==> src/wlnvc_pkg.sv <==
package wlnvc_pkg;

  localparam int ADDR_W_DEFAULT = 16;
  localparam int WORD_BYTES = 4;
  localparam int JOB_DEPTH = 4;

  localparam logic [15:0] BASE_ADDRESS_RESET = 16'd0;
  localparam logic [7:0] EXTRA_SLOTS_RESET = 8'd0;
  localparam logic [7:0] START_MARKER_RESET = 8'd165;
  localparam logic [7:0] STOP_MARKER_RESET = 8'd90;

  localparam logic [1:0] REG_BASE_ADDRESS = 2'd0;
  localparam logic [1:0] REG_EXTRA_SLOTS = 2'd1;
  localparam logic [1:0] REG_START_MARKER = 2'd2;
  localparam logic [1:0] REG_STOP_MARKER = 2'd3;

  localparam logic [2:0] CMD_INIT = 3'd0;
  localparam logic [2:0] CMD_RETURN = 3'd1;
  localparam logic [2:0] CMD_INCREMENT = 3'd2;
  localparam logic [2:0] CMD_SET = 3'd3;
  localparam logic [2:0] CMD_ADD = 3'd4;
  localparam logic [2:0] CMD_TICK = 3'd5;

  localparam logic [1:0] OP_NONE = 2'd0;
  localparam logic [1:0] OP_READ = 2'd1;
  localparam logic [1:0] OP_WRITE = 2'd2;
  localparam logic [1:0] OP_COMMIT = 2'd3;

  localparam logic [2:0] JOB_NONE = 3'd0;
  localparam logic [2:0] JOB_READ = 3'd1;
  localparam logic [2:0] JOB_COMMIT = 3'd2;
  localparam logic [2:0] JOB_SLOT = 3'd3;
  localparam logic [2:0] JOB_SLOT_COMMIT = 3'd4;
  localparam logic [2:0] JOB_INIT = 3'd5;

  typedef struct packed {
    logic [2:0] command;
    logic [31:0] operand_value;
    logic [7:0] read_byte;
  } in_item_t;

  typedef struct packed {
    logic [1:0] mem_op;
    logic [15:0] mem_address;
    logic [7:0] mem_data;
    logic [31:0] counter_value;
    logic [8:0] slot_number;
    logic last_of_run;
  } out_item_t;

  typedef struct packed {
    logic [15:0] base_address;
    logic [7:0] extra_slots;
    logic [7:0] start_marker;
    logic [7:0] stop_marker;
  } cfg_regs_t;

  typedef struct packed {
    logic [2:0] kind;
    logic [31:0] count;
    logic [8:0] slot;
  } job_t;

  function automatic logic [2:0] job_last_step(input logic [2:0] kind);
    logic [2:0] last;
    unique case (kind)
      JOB_SLOT: last = 3'd4;
      JOB_SLOT_COMMIT: last = 3'd5;
      JOB_INIT: last = 3'd6;
      default: last = 3'd0;
    endcase
    return last;
  endfunction

endpackage

==> src/wlnvc_front.sv <==
module wlnvc_front
  import wlnvc_pkg::*;
#(
  parameter int ADDRESS_WIDTH = ADDR_W_DEFAULT
) (
  input logic clk,
  input logic rst,
  input cfg_regs_t cfg,
  input logic base_rewrite,
  input logic [15:0] base_data,
  input logic take,
  input in_item_t item,
  output job_t job,
  output logic [ADDRESS_WIDTH-1:0] job_addr
);

  localparam logic [1:0] PH_IDLE = 2'd0;
  localparam logic [1:0] PH_START = 2'd1;
  localparam logic [1:0] PH_SCAN = 2'd2;
  localparam logic [1:0] PH_LOAD = 2'd3;

  localparam logic [ADDRESS_WIDTH-1:0] STEP = ADDRESS_WIDTH'(WORD_BYTES);

  logic [31:0] count_reg, count_reg_next;
  logic [8:0] slot_index, slot_index_next;
  logic [ADDRESS_WIDTH-1:0] slot_address, slot_address_next;
  logic commit_pending, commit_pending_next;
  logic [1:0] phase, phase_next;
  logic [1:0] byte_counter, byte_counter_next;
  logic [31:0] held_init_value, held_init_value_next;

  logic [ADDRESS_WIDTH-1:0] base_a;
  logic [ADDRESS_WIDTH-1:0] first_slot;
  logic [ADDRESS_WIDTH-1:0] scan_addr;
  logic [8:0] scan_index;
  logic [31:0] held_merged;
  logic found;

  assign base_a = ADDRESS_WIDTH'(cfg.base_address);
  assign first_slot = base_a + ADDRESS_WIDTH'(1);
  assign found = item.read_byte == cfg.stop_marker;
  assign scan_addr = found ? slot_address : slot_address + STEP;
  assign scan_index = found ? slot_index : slot_index + 9'd1;
  assign held_merged = held_init_value | (32'(item.read_byte) << {byte_counter, 3'b000});

  always_comb begin
    count_reg_next = count_reg;
    slot_index_next = slot_index;
    slot_address_next = slot_address;
    commit_pending_next = commit_pending;
    phase_next = phase;
    byte_counter_next = byte_counter;
    held_init_value_next = held_init_value;
    job.kind = JOB_NONE;
    job_addr = '0;
    if (item.command == CMD_RETURN) begin
      unique case (phase)
        PH_START: begin
          if (item.read_byte != cfg.start_marker) begin
            count_reg_next = held_init_value;
            phase_next = PH_IDLE;
            job.kind = JOB_INIT;
            job_addr = slot_address;
          end else begin
            phase_next = PH_SCAN;
            job.kind = JOB_READ;
            job_addr = slot_address + STEP;
          end
        end
        PH_SCAN: begin
          slot_address_next = scan_addr;
          slot_index_next = scan_index;
          job.kind = JOB_READ;
          if (!found && scan_index <= {1'b0, cfg.extra_slots}) begin
            job_addr = scan_addr + STEP;
          end else begin
            phase_next = PH_LOAD;
            byte_counter_next = 2'd0;
            held_init_value_next = '0;
            job_addr = scan_addr;
          end
        end
        PH_LOAD: begin
          held_init_value_next = held_merged;
          if (byte_counter == 2'd3) begin
            count_reg_next = held_merged;
            phase_next = PH_IDLE;
            byte_counter_next = 2'd0;
          end else begin
            byte_counter_next = byte_counter + 2'd1;
            job.kind = JOB_READ;
            job_addr = slot_address + ADDRESS_WIDTH'({1'b0, byte_counter} + 3'd1);
          end
        end
        default: begin
          job.kind = JOB_NONE;
        end
      endcase
    end else if (phase == PH_IDLE) begin
      unique case (item.command)
        CMD_INIT: begin
          held_init_value_next = item.operand_value;
          slot_index_next = '0;
          slot_address_next = first_slot;
          phase_next = PH_START;
          job.kind = JOB_READ;
          job_addr = base_a;
        end
        CMD_INCREMENT: begin
          count_reg_next = count_reg + 32'd1;
          commit_pending_next = 1'b1;
          job.kind = JOB_SLOT;
          job_addr = slot_address;
        end
        CMD_SET, CMD_ADD: begin
          count_reg_next = (item.command == CMD_SET) ? item.operand_value :
                           count_reg + item.operand_value;
          job.kind = JOB_SLOT_COMMIT;
          job_addr = slot_address;
        end
        CMD_TICK: begin
          if (commit_pending) begin
            if (slot_index < {1'b0, cfg.extra_slots}) begin
              slot_address_next = slot_address + STEP;
              slot_index_next = slot_index + 9'd1;
            end else begin
              slot_address_next = first_slot;
              slot_index_next = '0;
            end
            commit_pending_next = 1'b0;
            job.kind = JOB_COMMIT;
          end
        end
        default: begin
          job.kind = JOB_NONE;
        end
      endcase
    end
    job.count = count_reg_next;
    job.slot = slot_index_next;
  end

  always_ff @(posedge clk) begin
    if (rst) begin
      count_reg <= '0;
      slot_index <= '0;
      slot_address <= ADDRESS_WIDTH'(BASE_ADDRESS_RESET) + ADDRESS_WIDTH'(1);
      commit_pending <= 1'b0;
      phase <= PH_IDLE;
      byte_counter <= '0;
      held_init_value <= '0;
    end else if (base_rewrite) begin
      slot_address <= ADDRESS_WIDTH'(base_data) + ADDRESS_WIDTH'(1);
      slot_index <= '0;
    end else if (take) begin
      count_reg <= count_reg_next;
      slot_index <= slot_index_next;
      slot_address <= slot_address_next;
      commit_pending <= commit_pending_next;
      phase <= phase_next;
      byte_counter <= byte_counter_next;
      held_init_value <= held_init_value_next;
    end
  end

endmodule

==> src/wlnvc_fifo.sv <==
module wlnvc_fifo
  import wlnvc_pkg::*;
#(
  parameter int WIDTH = 8
) (
  input logic clk,
  input logic rst,
  input logic wr_en,
  input logic [WIDTH-1:0] wr_data,
  input logic rd_en,
  output logic [WIDTH-1:0] rd_data,
  output logic full,
  output logic empty
);

  localparam int PTR_W = $clog2(JOB_DEPTH);

  logic [WIDTH-1:0] mem [JOB_DEPTH];
  logic [PTR_W-1:0] wr_ptr;
  logic [PTR_W-1:0] rd_ptr;
  logic [PTR_W:0] level;

  assign full = level == (PTR_W + 1)'(JOB_DEPTH);
  assign empty = level == '0;
  assign rd_data = mem[rd_ptr];

  always_ff @(posedge clk) begin
    if (wr_en) begin
      mem[wr_ptr] <= wr_data;
    end
  end

  always_ff @(posedge clk) begin
    if (rst) begin
      wr_ptr <= '0;
      rd_ptr <= '0;
      level <= '0;
    end else begin
      if (wr_en) begin
        wr_ptr <= (wr_ptr == PTR_W'(JOB_DEPTH - 1)) ? '0 : wr_ptr + PTR_W'(1);
      end
      if (rd_en) begin
        rd_ptr <= (rd_ptr == PTR_W'(JOB_DEPTH - 1)) ? '0 : rd_ptr + PTR_W'(1);
      end
      unique case ({wr_en, rd_en})
        2'b10: level <= level + (PTR_W + 1)'(1);
        2'b01: level <= level - (PTR_W + 1)'(1);
        default: level <= level;
      endcase
    end
  end

endmodule

==> src/wlnvc_back.sv <==
module wlnvc_back
  import wlnvc_pkg::*;
#(
  parameter int ADDRESS_WIDTH = ADDR_W_DEFAULT
) (
  input logic clk,
  input logic rst,
  input cfg_regs_t cfg,
  input logic job_valid,
  input job_t job,
  input logic [ADDRESS_WIDTH-1:0] job_addr,
  output logic job_done,
  input logic pop,
  output logic empty,
  output out_item_t result
);

  logic [2:0] step;
  logic [2:0] last_step;
  logic [2:0] slot_step;
  logic is_init;
  logic adv;
  logic out_valid;
  out_item_t res_next;
  out_item_t result_q;

  assign last_step = job_last_step(job.kind);
  assign adv = job_valid && (!out_valid || pop);
  assign job_done = adv && (step == last_step);
  assign is_init = job.kind == JOB_INIT;
  assign slot_step = is_init ? step - 3'd1 : step;
  assign empty = !out_valid;
  assign result = result_q;

  always_comb begin
    res_next = '0;
    res_next.counter_value = job.count;
    res_next.slot_number = job.slot;
    res_next.last_of_run = step == last_step;
    unique case (job.kind)
      JOB_READ: begin
        res_next.mem_op = OP_READ;
        res_next.mem_address = 16'(job_addr);
      end
      JOB_COMMIT: begin
        res_next.mem_op = OP_COMMIT;
      end
      JOB_SLOT, JOB_SLOT_COMMIT, JOB_INIT: begin
        if (is_init && step == 3'd0) begin
          res_next.mem_op = OP_WRITE;
          res_next.mem_address = 16'(ADDRESS_WIDTH'(cfg.base_address));
          res_next.mem_data = cfg.start_marker;
        end else if (slot_step < 3'd4) begin
          res_next.mem_op = OP_WRITE;
          res_next.mem_address = 16'(job_addr + ADDRESS_WIDTH'(slot_step));
          res_next.mem_data = job.count[{slot_step[1:0], 3'b000} +: 8];
        end else if (slot_step == 3'd4) begin
          res_next.mem_op = OP_WRITE;
          res_next.mem_address = 16'(job_addr + ADDRESS_WIDTH'(WORD_BYTES));
          res_next.mem_data = cfg.stop_marker;
        end else begin
          res_next.mem_op = OP_COMMIT;
        end
      end
      default: begin
        res_next.mem_op = OP_NONE;
      end
    endcase
  end

  always_ff @(posedge clk) begin
    if (rst) begin
      step <= '0;
      out_valid <= 1'b0;
    end else begin
      if (adv) begin
        step <= job_done ? 3'd0 : step + 3'd1;
        out_valid <= 1'b1;
      end else if (pop) begin
        out_valid <= 1'b0;
      end
    end
  end

  always_ff @(posedge clk) begin
    if (adv) begin
      result_q <= res_next;
    end
  end

endmodule

==> src/wear_leveled_nv_counter.sv <==
// With the block empty, the first result of a request passes through the job queue and then
// the result register of the back end before it is shown and can be popped.
// Results leave at one per cycle while they are popped; a request causes one to seven results,
// so the sustained request rate is set by the single result register of the back end.
// Requests are classified combinationally as they are taken, and a four-entry job queue lets the front run ahead.
// Reset is synchronous and active high: it restores the register defaults and the counter state.
module wear_leveled_nv_counter
  import wlnvc_pkg::*;
#(
  parameter int ADDRESS_WIDTH = ADDR_W_DEFAULT
) (
  input logic clk,
  input logic rst,
  input logic push,
  output logic full,
  input in_item_t item,
  output logic empty,
  input logic pop,
  output out_item_t result,
  input logic cfg_valid,
  output logic cfg_ready,
  input logic [1:0] cfg_index,
  input logic [15:0] cfg_data
);

  localparam int JOB_W = $bits(job_t) + ADDRESS_WIDTH;

  cfg_regs_t cfg;
  logic cfg_we;
  logic base_rewrite;
  logic take;
  job_t job_in;
  job_t job_out;
  logic [ADDRESS_WIDTH-1:0] job_in_addr;
  logic [ADDRESS_WIDTH-1:0] job_out_addr;
  logic [JOB_W-1:0] fifo_out;
  logic fifo_empty;
  logic job_done;

  assign cfg_ready = 1'b1;
  assign cfg_we = cfg_valid && cfg_ready;
  assign base_rewrite = cfg_we && (cfg_index == REG_BASE_ADDRESS);
  assign take = push && !full;
  assign {job_out, job_out_addr} = fifo_out;

  always_ff @(posedge clk) begin
    if (rst) begin
      cfg.base_address <= BASE_ADDRESS_RESET;
      cfg.extra_slots <= EXTRA_SLOTS_RESET;
      cfg.start_marker <= START_MARKER_RESET;
      cfg.stop_marker <= STOP_MARKER_RESET;
    end else if (cfg_we) begin
      unique case (cfg_index)
        REG_BASE_ADDRESS: cfg.base_address <= cfg_data;
        REG_EXTRA_SLOTS: cfg.extra_slots <= cfg_data[7:0];
        REG_START_MARKER: cfg.start_marker <= cfg_data[7:0];
        REG_STOP_MARKER: cfg.stop_marker <= cfg_data[7:0];
        default: cfg.stop_marker <= cfg.stop_marker;
      endcase
    end
  end

  wlnvc_front #(
    .ADDRESS_WIDTH(ADDRESS_WIDTH)
  ) u_front (
    .clk(clk),
    .rst(rst),
    .cfg(cfg),
    .base_rewrite(base_rewrite),
    .base_data(cfg_data),
    .take(take),
    .item(item),
    .job(job_in),
    .job_addr(job_in_addr)
  );

  wlnvc_fifo #(
    .WIDTH(JOB_W)
  ) u_fifo (
    .clk(clk),
    .rst(rst),
    .wr_en(take),
    .wr_data({job_in, job_in_addr}),
    .rd_en(job_done),
    .rd_data(fifo_out),
    .full(full),
    .empty(fifo_empty)
  );

  wlnvc_back #(
    .ADDRESS_WIDTH(ADDRESS_WIDTH)
  ) u_back (
    .clk(clk),
    .rst(rst),
    .cfg(cfg),
    .job_valid(!fifo_empty),
    .job(job_out),
    .job_addr(job_out_addr),
    .job_done(job_done),
    .pop(pop),
    .empty(empty),
    .result(result)
  );

  a_first_result: assert property (@(posedge clk) disable iff (rst)
    take && empty && fifo_empty |-> ##2 !empty)
    else $error("first result of a request into an idle block did not appear in time");

  a_single_ops_last: assert property (@(posedge clk) disable iff (rst)
    !empty && (result.mem_op == OP_NONE || result.mem_op == OP_READ) |->
      result.last_of_run && result.mem_data == 8'h00)
    else $error("read or empty result is not the closing result of its request");

  a_commit_clean: assert property (@(posedge clk) disable iff (rst)
    !empty && result.mem_op == OP_COMMIT |->
      result.last_of_run && result.mem_address == 16'h0000 && result.mem_data == 8'h00)
    else $error("commit result carries an address or data, or is not the last of its request");

endmodule
==> config.mk <==
export PLATFORM = sky130hd
export DESIGN_NAME = wear_leveled_nv_counter
export DESIGN_NICKNAME = d
export VERILOG_FILES = /design/src/wlnvc_pkg.sv /design/src/wlnvc_front.sv /design/src/wlnvc_fifo.sv /design/src/wlnvc_back.sv /design/src/wear_leveled_nv_counter.sv
export SDC_FILE = /design/constraint.sdc
export NUM_CORES = 1
export LEC_CHECK = 0
export BUFFER_PORTS_ARGS = -buffer_cell sky130_fd_sc_hd__buf_2
export CAP_MARGIN = 0
export CORE_MARGIN = 2
export CORE_UTILIZATION = 40
export CTS_CLUSTER_DIAMETER = 30
export DETAILED_ROUTE_END_ITERATION = 12
export GPL_ROUTABILITY_DRIVEN = 0
export PLACE_DENSITY = 0.66
export SYNTH_ARGS = -nofsm -noshare
export SYNTH_HDL_FRONTEND = slang
export SYNTH_HIERARCHICAL = 1
export SYNTH_SLANG_ARGS = --single-unit
==> constraint.sdc <==
create_clock -name clk -period 5.8 [get_ports clk]
set_input_delay 0.58 -clock clk [delete_from_list [all_inputs] [get_ports clk]]
set_output_delay 0.58 -clock clk [all_outputs]
set_load 0.02 [all_outputs]
==> out/qor.csv <==
metric;value;unit
cp_max_fo;29;
synth_ff_type;edfxtp_1;
ys_ff_latch;455;
period_share;79.9;%
synth-edff-count;308;
routed_wirelength;84600;um
clkSlewWorstSetupHoldPaths;50;ps
die_height;263;um
async_reset_ff_share;0;%
cts.repair.resized;0;
synth_nets;2825;
yosys-top-cells-count;308 x edfxtp_1, 265 x a21oi_1, 263 x nor2_1;
cts_made_buffers;78;
hold_violations;0;
p_switching;4170;uW
power_leakage;0.0110;uW
largest_reg_flops;240;
power_frac_clock;37.4;%
drtIter0Drc;3213;
worstPathArrival;5000;ps
vias;22800;
area_growth;14.3;%
intPower;8020;uW
hold_path.class;primary input to flip-flop;
ys_seq_area_share;45.6;%
cts_sinks;455;
required;6160;ps
yosysMostFrequentCell;edfxtp_1;
drive_gt1_share;15.1;%
finalNonFillerCells;3675;
grt_max_degree;96;
regMostFlops;u_fifo/mem;
tritoncts;done;
cts_hold_buf;0;
synth.distinct_cells;104;
io_buffers;135;
syn_inst;2681;
cts_max_path_buffers;3;
dieArea;69000;um^2
combPwrFrac;26.3;%
antenna_found_initial;9;
h-tree-depth;3;
cts_setup_buffers;0;
fin_hold_ws;247;ps
rsz0062_at_grt;false;
netlist_area;26800;um^2
grt_pass1_vias;21500;
place_inst;3527;
core;66000;um^2
final_antenna_net_count;0;
power.density;398;nW/um^2
nets;2887;
startpoint_type;flip-flop;
worstMarginPinSlew;1280;ps
grt.overflow.total;0;
setup_viol;0;
yosys.area.top_type;edfxtp_1;
p_sw_share;34.2;%
yosysWarnings;6;
dp_hpwl;59000;um
die_x;263;um
ir_drop;0.218;mV
drcViolationCount;0;
gr-usage-all-layers;24.0;%
initial_utilization;40.5;%
p_total;12200;uW
status;finished, final reports clean;
cap_violations;0;
syn_area_per_cell;9.98;um^2
clock_latency;650;ps
clock_skew;41.0;ps
p_seq_share;36.4;%
viasPerCell;6.21;
fin_tns_setup;0;ps
wl_per_cell;23.0;um
fin_crit;4630;ps
timing.fmax;216;MHz
maxSlewHeadroom;13.8;%
drv_slew;0;
netlist_top_cells_area;edfxtp_1 35%, dfxtp_1 11%, mux4_2 5.6%;
io_pins;137;
root_buffer;clkbuf_16;
grt_first_pass_wirelength;129000;um
final_core_util;46.4;%
netlist.area_leader.share;34.6;%
nFillCells;5915;
crit_type;flip-flop to flip-flop;
crit_path_end_kind;flip-flop;
rows;94;
dr.pass1.iters;6;
-- stage by stage --
step / setup slack (ps) / instance area (um^2)
finish: 1170 / 30600
global route: 901 / 30600
CTS: 1190 / 30600
detailed placement: 956 / 27900
global placement: 1040 / 27900
floorplan: 1250 / 26800
-- area by class of cell --
class	count	area (um^2)	share of cell area [%]
Multi-Input combinational cell	1958	13400	43.7
Sequential cell	455	12200	39.9
Clock buffer	83	1990	6.51
Tap cell	864	1080	3.53
Timing Repair Buffer	181	1020	3.35
Clock inverter	61	668	2.18
Inverter	69	264	0.863
Antenna cell	4	10.0	0.0327
-- critical path, stage by stage (launching register included) --
cell and delay, ps:
dfxtp_4 720, mux4_2 710, nand3b_4 280, nor2_1 140, a21o_1 490, inv_1 140, fa_1 480, nor2b_1 190
o2111ai_1 270, o21ai_0 250, o21ai_0 110, a221o_1 360, a22o_1 200
-- cells by family after synthesis --
family,synth area share [%]
AND/OR/NAND/NOR,15.4
adder cells (fa/ha/maj),3.76
buffers and inverters,4.59
AO/OA/AOI/OAI,18.5
multiplexers,8.17
other,0.0140
XOR/XNOR,4.06
flip-flops,45.6
-- final timing paths --
check                       startpoint                          end  slack, ps  cells past startpoint
setup / recovery             flip-flop  u_back/result[60]$_DFFE_PP_       1170                     12
hold / removal            cfg_data[11]         cfg[35]$_SDFFE_PP0P_        250                      3
setup reg to reg             flip-flop  u_back/result[60]$_DFFE_PP_       1170                     12
hold reg to reg   cfg[23]$_SDFFE_PP0P_         cfg[23]$_SDFFE_PP0P_        480                      2
-- layout by cell type (no fill, tap or decap), types with 30 or more instances in the layout --
cell / count
dfxtp_1: 145
a211oi_1: 55
xor2_1: 55
nand2b_1: 69
ha_1: 74
o21ai_0: 169
inv_1: 65
mux2i_1: 60
nor3_1: 54
clkbuf_16: 78
mux4_2: 66
xnor2_1: 64
buf_4: 47
nand4_1: 30
buf_2: 134
o22ai_1: 31
nand2_1: 200
nor2_1: 263
a22oi_1: 31
a21oi_1: 265
nand3_1: 81
edfxtp_1: 308
-- power groups by stage --
stage               combinational [uW]  clock [uW]  sequential [uW]
floorplan                         1960           0             4730
global placement                  3090           0             4470
detailed placement                3160           0             4500
CTS                               3180        4620             4440
global route                      3430        4760             4490
finish                            3200        4550             4440
-- layer usage --
layer  part of all wire [%]  vias up  GRT usage, %  wire (um)
li1                       -    10200             -          -
met1                     41    11000          32.6      34800
met2                     44     1365          36.4      37300
met3                     11      246          5.73       9140
met4                    3.9       10          10.5       3310
met5                  0.084        -             0         71
Note: power is estimated with default switching activity, not from simulation.
